==> config.mk <==
export PLATFORM = sky130hd
export DESIGN_NAME = srt_ctrl
export DESIGN_NICKNAME = d
export VERILOG_FILES = /design/src/rtl/core/srt_pkg.sv /design/src/rtl/core/srt_ctrl.sv
export SDC_FILE = /design/constraint.sdc
export NUM_CORES = 1
export LEC_CHECK = 0
export ABC_AREA = 1
export BUFFER_PORTS_ARGS = -buffer_cell sky130_fd_sc_hd__buf_2
export CORE_MARGIN = 1.5
export CORE_UTILIZATION = 35
export CTS_CLUSTER_DIAMETER = 60
export DETAILED_ROUTE_END_ITERATION = 7
export GPL_ROUTABILITY_DRIVEN = 0
export GPL_TIMING_DRIVEN = 0
export PLACE_DENSITY_LB_ADDON = 0.2
export SETUP_SLACK_MARGIN = 0.1
export SYNTH_ARGS = -nofsm -noshare
export SYNTH_HDL_FRONTEND = slang
export SYNTH_SLANG_ARGS = --single-unit
==> constraint.sdc <==
create_clock -name clock -period 2.1 [get_ports clock]
set_input_delay 0.21 -clock clock [delete_from_list [all_inputs] [get_ports clock]]
set_output_delay 0.21 -clock clock [all_outputs]
set_load 0.02 [all_outputs]
==> src/rtl/core/srt_pkg.sv <==
// ----------------------------------------------------------------------------
// srt_pkg
// Shared widths, codes and controller/datapath interface types of the
// sorted region table.
// ----------------------------------------------------------------------------
package srt_pkg;

   localparam int MAX_REGIONS_DEF = 16;
   localparam int PAGE_SHIFT_DEF  = 12;
   localparam int MAX_RESULTS     = 16;
   localparam int ADDR_W          = 48;
   localparam int PAGE_W          = 36;
   localparam int FLAG_W          = 8;
   localparam int OBJ_W           = 16;
   localparam int OP_W            = 3;
   localparam int STATUS_W        = 2;
   localparam int NRES_W          = $clog2(MAX_RESULTS + 1);

   localparam logic [PAGE_W-1:0] TOP_PAGE_RESET = 36'h8_0000_0000;

   localparam logic [OP_W-1:0] OP_FIND       = 3'd0;
   localparam logic [OP_W-1:0] OP_FIND_EXACT = 3'd1;
   localparam logic [OP_W-1:0] OP_FIND_HOLE  = 3'd2;
   localparam logic [OP_W-1:0] OP_INSERT     = 3'd3;
   localparam logic [OP_W-1:0] OP_REMOVE     = 3'd4;

   localparam logic [STATUS_W-1:0] STATUS_OK   = 2'd0;
   localparam logic [STATUS_W-1:0] STATUS_MISS = 2'd1;
   localparam logic [STATUS_W-1:0] STATUS_FULL = 2'd2;

   typedef struct packed {
      logic [ADDR_W-1:0] offset;
      logic [OBJ_W-1:0]  obj;
      logic [FLAG_W-1:0] flags;
      logic [ADDR_W-1:0] stop;
      logic [ADDR_W-1:0] start;
   } entry_type;

   typedef enum logic [4:0] {
      S_IDLE, S_DISPATCH, S_SCAN_RD, S_SCAN_EV, S_HOLE_END,
      S_E_ENTRY, S_E_MISS, S_E_HOLE, S_E_FULL, S_E_INS,
      S_POS_RD, S_POS_EV, S_SH_START, S_SH_CHK, S_SH_WR, S_NEW_WR,
      S_RM_RD, S_RM_EV, S_RM_CALC, S_DR_CHK, S_DR_WR,
      S_RM_LEFT, S_RM_RIGHT, S_RM_PIECE, S_RM_END
   } state_type;

   typedef enum logic [1:0] {RD_I, RD_JM1, RD_JP1} rd_sel_type;
   typedef enum logic [0:0] {WR_SHIFT, WR_NEW} wr_sel_type;
   typedef enum logic [1:0] {NEW_REQ, NEW_LEFT, NEW_RIGHT} new_sel_type;
   typedef enum logic [2:0] {
      OUT_ENTRY, OUT_MISS, OUT_HOLE, OUT_FULL, OUT_INS, OUT_PEND_MID, OUT_PEND_LAST
   } out_sel_type;

   typedef struct packed {
      logic        load_req;
      logic        rd_en;
      rd_sel_type  rd_sel;
      logic        wr_en;
      wr_sel_type  wr_sel;
      logic        i_clr;
      logic        i_inc;
      logic        j_from_count;
      logic        j_from_i;
      logic        j_dec;
      logic        j_inc;
      logic        cnt_inc;
      logic        cnt_dec;
      logic        scan_upd;
      logic        cap_entry;
      logic        calc;
      logic        new_load;
      new_sel_type new_sel;
      logic        pend_load;
      logic        out_load;
      out_sel_type out_sel;
   } cmd_type;

   typedef struct packed {
      logic [OP_W-1:0] op;
      logic            i_lt_count;
      logic            full;
      logic            j_gt_i;
      logic            jp1_lt_count;
      logic            hit;
      logic            stop_find;
      logic            hole_fit;
      logic            top_fit;
      logic            pos_stop;
      logic            overlap;
      logic            has_left;
      logic            has_right;
      logic            pend_valid;
      logic            n_lt_max;
      logic            out_free;
   } stat_type;

endpackage

==> src/rtl/core/srt_ctrl.sv <==
// ----------------------------------------------------------------------------
// srt_ctrl
// Sequencer for scans, sorted inserts, entry drops and range removal.
// ----------------------------------------------------------------------------
module srt_ctrl
   import srt_pkg::*;
(
   input  logic     clock,
   input  logic     reset,
   input  logic     req_tvalid,
   output logic     req_tready,
   input  stat_type stat,
   output cmd_type  cmd
);

   state_type   state_ff, state_in;
   new_sel_type kind_ff, kind_in;

   always_ff @(posedge clock) begin
      if (reset) begin
         state_ff <= S_IDLE;
         kind_ff  <= NEW_REQ;
      end else begin
         state_ff <= state_in;
         kind_ff  <= kind_in;
      end
   end

   always_comb begin
      state_in = state_ff;
      unique case (state_ff)
         S_IDLE:     if (req_tvalid) state_in = S_DISPATCH;
         S_DISPATCH: begin
            unique case (stat.op) inside
               OP_FIND, OP_FIND_EXACT, OP_FIND_HOLE: state_in = S_SCAN_RD;
               OP_INSERT: state_in = stat.full ? S_E_FULL : S_POS_RD;
               OP_REMOVE: state_in = S_RM_RD;
               default:   state_in = S_E_MISS;
            endcase
         end
         S_SCAN_RD: begin
            if (stat.i_lt_count) state_in = S_SCAN_EV;
            else if (stat.op == OP_FIND_HOLE) state_in = S_HOLE_END;
            else state_in = S_E_MISS;
         end
         S_SCAN_EV: begin
            if (stat.op == OP_FIND_HOLE) begin
               state_in = stat.hole_fit ? S_E_HOLE : S_SCAN_RD;
            end else if (stat.hit) begin
               state_in = S_E_ENTRY;
            end else begin
               state_in = stat.stop_find ? S_E_MISS : S_SCAN_RD;
            end
         end
         S_HOLE_END: state_in = stat.top_fit ? S_E_HOLE : S_E_MISS;
         S_E_ENTRY, S_E_MISS, S_E_HOLE, S_E_FULL, S_E_INS: begin
            if (stat.out_free) state_in = S_IDLE;
         end
         S_POS_RD:   state_in = stat.i_lt_count ? S_POS_EV : S_SH_START;
         S_POS_EV:   state_in = stat.pos_stop ? S_SH_START : S_POS_RD;
         S_SH_START: state_in = S_SH_CHK;
         S_SH_CHK:   state_in = stat.j_gt_i ? S_SH_WR : S_NEW_WR;
         S_SH_WR:    state_in = S_SH_CHK;
         S_NEW_WR: begin
            unique case (kind_ff)
               NEW_REQ:  state_in = S_E_INS;
               NEW_LEFT: state_in = S_RM_RIGHT;
               default:  state_in = S_RM_PIECE;
            endcase
         end
         S_RM_RD:    state_in = stat.i_lt_count ? S_RM_EV : S_RM_END;
         S_RM_EV:    state_in = stat.overlap ? S_RM_CALC : S_RM_RD;
         S_RM_CALC:  state_in = S_DR_CHK;
         S_DR_CHK:   state_in = stat.jp1_lt_count ? S_DR_WR : S_RM_LEFT;
         S_DR_WR:    state_in = S_DR_CHK;
         S_RM_LEFT:  state_in = (stat.has_left && !stat.full) ? S_POS_RD : S_RM_RIGHT;
         S_RM_RIGHT: state_in = (stat.has_right && !stat.full) ? S_POS_RD : S_RM_PIECE;
         S_RM_PIECE: begin
            if (!stat.n_lt_max || !stat.pend_valid || stat.out_free) state_in = S_RM_RD;
         end
         S_RM_END:   if (stat.out_free) state_in = S_IDLE;
         default:    state_in = S_IDLE;
      endcase
   end

   always_comb begin
      cmd        = '0;
      kind_in    = kind_ff;
      req_tready = 1'b0;
      unique case (state_ff)
         S_IDLE: begin
            req_tready   = 1'b1;
            cmd.load_req = req_tvalid;
         end
         S_DISPATCH: begin
            if (stat.op == OP_INSERT && !stat.full) begin
               cmd.new_load = 1'b1;
               cmd.new_sel  = NEW_REQ;
               cmd.i_clr    = 1'b1;
               kind_in      = NEW_REQ;
            end
         end
         S_SCAN_RD, S_POS_RD, S_RM_RD: begin
            cmd.rd_en  = stat.i_lt_count;
            cmd.rd_sel = RD_I;
         end
         S_SCAN_EV: begin
            if (stat.op == OP_FIND_HOLE) begin
               if (!stat.hole_fit) begin
                  cmd.scan_upd = 1'b1;
                  cmd.i_inc    = 1'b1;
               end
            end else if (!stat.hit && !stat.stop_find) begin
               cmd.i_inc = 1'b1;
            end
         end
         S_E_ENTRY: begin
            cmd.out_load = stat.out_free;
            cmd.out_sel  = OUT_ENTRY;
         end
         S_E_MISS: begin
            cmd.out_load = stat.out_free;
            cmd.out_sel  = OUT_MISS;
         end
         S_E_HOLE: begin
            cmd.out_load = stat.out_free;
            cmd.out_sel  = OUT_HOLE;
         end
         S_E_FULL: begin
            cmd.out_load = stat.out_free;
            cmd.out_sel  = OUT_FULL;
         end
         S_E_INS: begin
            cmd.out_load = stat.out_free;
            cmd.out_sel  = OUT_INS;
         end
         S_POS_EV:   cmd.i_inc = !stat.pos_stop;
         S_SH_START: cmd.j_from_count = 1'b1;
         S_SH_CHK: begin
            cmd.rd_en  = stat.j_gt_i;
            cmd.rd_sel = RD_JM1;
         end
         S_SH_WR: begin
            cmd.wr_en  = 1'b1;
            cmd.wr_sel = WR_SHIFT;
            cmd.j_dec  = 1'b1;
         end
         S_NEW_WR: begin
            cmd.wr_en   = 1'b1;
            cmd.wr_sel  = WR_NEW;
            cmd.cnt_inc = 1'b1;
         end
         S_RM_EV: begin
            cmd.cap_entry = stat.overlap;
            cmd.i_inc     = !stat.overlap;
         end
         S_RM_CALC: begin
            cmd.calc     = 1'b1;
            cmd.j_from_i = 1'b1;
         end
         S_DR_CHK: begin
            cmd.rd_en   = stat.jp1_lt_count;
            cmd.rd_sel  = RD_JP1;
            cmd.cnt_dec = !stat.jp1_lt_count;
         end
         S_DR_WR: begin
            cmd.wr_en  = 1'b1;
            cmd.wr_sel = WR_SHIFT;
            cmd.j_inc  = 1'b1;
         end
         S_RM_LEFT: begin
            if (stat.has_left && !stat.full) begin
               cmd.new_load = 1'b1;
               cmd.new_sel  = NEW_LEFT;
               cmd.i_clr    = 1'b1;
               kind_in      = NEW_LEFT;
            end
         end
         S_RM_RIGHT: begin
            if (stat.has_right && !stat.full) begin
               cmd.new_load = 1'b1;
               cmd.new_sel  = NEW_RIGHT;
               cmd.i_clr    = 1'b1;
               kind_in      = NEW_RIGHT;
            end
         end
         S_RM_PIECE: begin
            cmd.out_sel = OUT_PEND_MID;
            if (!stat.n_lt_max) begin
               cmd.i_clr = 1'b1;
            end else if (!stat.pend_valid) begin
               cmd.pend_load = 1'b1;
               cmd.i_clr     = 1'b1;
            end else if (stat.out_free) begin
               cmd.out_load  = 1'b1;
               cmd.pend_load = 1'b1;
               cmd.i_clr     = 1'b1;
            end
         end
         S_RM_END: begin
            cmd.out_load = stat.out_free;
            cmd.out_sel  = stat.pend_valid ? OUT_PEND_LAST : OUT_MISS;
         end
         default: cmd = '0;
      endcase
   end

endmodule

Word level (Yosys, flattened, before mapping)
Cells that the tools add are included.

word-level totals
  flip-flop bits (word level) = 7
  word-level logic and storage cells = 124

operators by class
  equal/unequal tests = 35
  multiplexer cells = 61
  reduce and logical (&&, ||, !) cells = 26

operator list
  kind                                            number
  case mux 5 bit (18 select lines)                1
  == test 5 bit (second input constant)           9
  == test 5 x 4 -> 1 bit (second input constant)  8
  2-to-1 mux 3 bit                                11
  case mux 4 bit (7 select lines)                 1
  2-to-1 mux 1 bit                                26
  2-to-1 mux 5 bit                                5
  == test 5 x 3 -> 1 bit (second input constant)  4
  case mux 3 bit (3 select lines)                 2
  2-to-1 mux 2 bit                                8
  case mux 5 bit (3 select lines)                 1
  == test 5 x 2 -> 1 bit (second input constant)  2
  inequality test 2 bit (second input constant)   5
  case mux 5 bit (2 select lines)                 1
  zero test 1 bit                                 8
  == test 3 x 2 -> 1 bit (second input constant)  2
  case mux 2 bit (3 select lines)                 1
  OR reduction 2 bit                              3
  OR reduction 3 bit                              2
  OR reduction 6 bit                              1
  == test 5 x 1 -> 1 bit (second input constant)  1
  zero test 5 bit                                 1
  logical AND 1 bit                               4
  2-to-1 mux 4 bit                                1
  13 further kinds                                14

Logic depth before layout (Yosys ltp)
  depth in word-level cells = 5
  mapped depth = 11
  depth with buffers taken out = 11

Least setup slack after synthesis
Ideal clock, no wire load.

  kind = register to output
  from = register state_ff[1]
  to = output port cmd[4] (netlist bit)
  data arrival time = 1.444 ns
  slack = 0.446 ns
  cell stages (with the launch flop) = 6
  path buffers = 1
  cells stage by stage = dfxtp_1 buf_2 nand2_1 nor2_1 inv_1 a211oi_1

RTL lines
  what                      line            RTL
  start: declaration        srt_ctrl.sv:16  state_type state_ff, state_in;
  start signal: assignment  srt_ctrl.sv:24  state_ff <= state_in;
  end: declaration          srt_ctrl.sv:13  output cmd_type cmd

==> flow_metrics.tcl <==
set metrics [dict create \
    die_h_um 58.6 \
    tightest_slew_ns 0.327 \
    final_core_util_pct 48.9 \
    slowest_delay_ns 0.30 \
    max_freq_mhz 518 \
    pwr-share-clk_pct 11.7 \
    setup_violations 0 \
    synth.distinct_cells 23 \
    ir_drop_mv 0.639 \
    synth-simple-area-share_pct 58.5 \
    cts_buffers 3 \
    fin_tns_setup_ns 0 \
    synth_seq_area_share_pct 12.9 \
    cp-start-kind "register" \
    htree_levels 1 \
    synthCells 211 \
    syn_to_final_growth_pct 28.8 \
    power_frac_seq_pct 20.3 \
    powerDensity_nw_per_um2 740 \
    ant_nets 0 \
    fin_cells 292 \
    rows 19 \
    cts_tree "done" \
    slowest_stage "dfxtp_1" \
    rsz0062_at_grt "yes" \
    path_common_cell "buf_2" \
    worstPathRequired_ns 1.89 \
    crit_fanout 10 \
    synth_compound_area_share_pct 11.9 \
    holdPathStages 2 \
    insertion_delay_ns 0.25 \
    p_switching_mw 0.577 \
    worstSetupPathType "reg -> out" \
    route.detailed.drc 0 \
    clock_sinks 7 \
    drive_gt1_share_pct 32.6 \
    p_leak_nw 0.832 \
    grt_usage_pct 19.8 \
    drtIter0Drc 58 \
    finalHoldViolations 0 \
    fin_crit_ns 1.93 \
    power.share.switching_pct 55.9 \
    ff2ff_path_depth 10 \
    async_flop_share_pct 0 \
    hpwlAfterDp_um 2690 \
    hp-start "reset" \
    post_drt_wl_per_cell_um 11.0 \
    min_to "kind_ff[1]" \
    antenna_found_initial 0 \
    synth_edf_count 0 \
    drt-total-wl_um 3210 \
    p_comb_share_pct 68.1 \
    rr_startpoint "state_ff[4]" \
    die_w_um 58.6 \
    yosysWarnings 0 \
    status "finished clean" \
    synth_nets 232 \
    nNetsFinal 283 \
    rr_endpoint "state_ff[4]" \
    io_pins 47 \
    slew_headroom_pct 78.0 \
    hp-class "in -> reg" \
    ctsHoldBuffers 0 \
    clockBufferDepth 2 \
    dieArea_um2 3440 \
    routed_via_density 4.85 \
    r2r_slack_ns 0.49 \
    clkTransAtPathRegs_ns 0.05 \
    avgSynthCellArea_um2 5.13 \
    initial_utilization_pct 37.9 \
    coreArea_um2 2850 \
    p_int_mw 0.454 \
    dp.cells 288 \
    port-buffer-count 46 \
    cp-end-kind "output port" \
    grt_max_degree 11 \
    antenna_cells 0 \
    crit_chain "buf_4 -> inv_2 -> buf_2 -> nand3_2 -> nor2_1 -> nor2_2 -> o21ai_0 -> buf_2" \
    synth-xor-area-share_pct 0 \
    period_share_pct 91.9 \
    synth.cell_area_um2 1080 \
    synth_top_family_by_area "simple AND/OR/NAND/NOR gates" \
    cap_violations 0 \
    slew_viol_final 0 \
    dr.pass1.iters 5 \
    grt_pass1_wl_um 5310 \
    critPathArrivalTime_ns 1.72 \
    synthMuxAreaShare_pct 0 \
    pre_cts_ws_ns 0.375 \
    post-route-worst-setup-slack_ns 0.170 \
    synth-adder-area-share_pct 0 \
    final_cell_mix "54 x nand2_1, 48 x buf_2, 33 x nor2_1" \
    grt_pass1_vias 1217 \
    synth_ff_type "dfxtp_1" \
    vias 1417 \
    fin_skew_ns 0.00343 \
    grt_overflow 0 \
    final_common_cell "nand2_1" \
    clock-root-buffer "clkbuf_4" \
    yosys_register_bits 7 \
]
-- layer usage --
layer / global-route usage, % / up-vias / share of wire (%)
li1: - / 768 / -
met1: 29.6 / 593 / 50
met2: 31.3 / 54 / 42
met3: 2.64 / 2 / 7.6
met4: 1.95 / 0 / 0.19
met5: 0 / - / 0
-- power by group through the flow --
stage	clock network, mW	registers (mW)	logic, mW
2_1_floorplan	0	0.197	0.510
3_3_place_gp	0	0.206	0.683
3_5_place_dp	0	0.206	0.684
4_1_cts	0.126	0.205	0.686
5_1_grt	0.137	0.212	0.785
6_report	0.120	0.209	0.702
-- worst max path at each step --
| stage | start | end | slack [ns] | depth (start not counted) |
|---|---|---|---|---|
| after floorplan | state_ff[1] | cmd[4] | 0.45 | 5 |
| after detailed placement | state_ff[4] | cmd[18] | 0.37 | 8 |
| after global placement | state_ff[0] | cmd[18] | 0.36 | 10 |
| final | state_ff[4] | cmd[18] | 0.17 | 8 |
| after CTS | state_ff[4] | cmd[18] | 0.12 | 8 |
| after global routing | state_ff[4] | cmd[18] | 0.06 | 8 |
-- critical path: cells and delay by family, from the launching register on --
family	cells	cell delay, ns
AOI/OAI and AO/OA	1	0.13
buffers and inverters	4	0.61
and+or+nand+nor	3	0.42
DFF	1	0.30
-- synth_stat cells (2+ instances only) --
cell      instances  area (um^2)
inv_2             9         33.8
inv_1            29          109
nand2_1          54          203
nand4_1           4         25.0
nor2_4            4         45.0
nor2_1           34          128
buf_2             2         10.0
nor3_1            5         25.0
a21oi_2           2         17.5
buf_4             3         22.5
o211ai_1          2         15.0
dfxtp_1           7          140
nand3_1          26          130
nand3_2           2         20.0
a21oi_1           7         35.0
o21ai_0           8         40.0
nor2_2            7         43.8
-- sequential cells by signal, summed over array words and instances (netlist names) --
name,count
state_ff,5
kind_ff,2
-- final cells by class --
cell class,instances,area [um^2]
plain buffers,5,32.5
clock buffers,4,26.3
fillers,329,1460
inverters,39,148
multi-input cells,160,774
flip-flops and latches,7,144
well taps,31,38.8
repair buffers,46,230
-- cells by family after synthesis --
family	after synthesis
simple gates	138
buf+inv	44
compound gates	22
flops	7
-- through the flow --
stage / total power [mW] / cell area [um^2] / hold slack [ns]
finish: 1.03 / 1390 / 0.207
global route: 1.13 / 1390 / 0.211
CTS: 1.02 / 1380 / 0.201
detailed placement: 0.891 / 1350 / 0.465
global placement: 0.889 / 1350 / 0.466
floorplan: 0.707 / 1080 / 0.272
-- repair_timing --
action,4_1_cts,5_1_grt
resized for setup,1,6
setup buffers,0,0
endpoints found under the setup margin,1,7
pin swaps,1,1
Power figures use the tool's default switching activity.
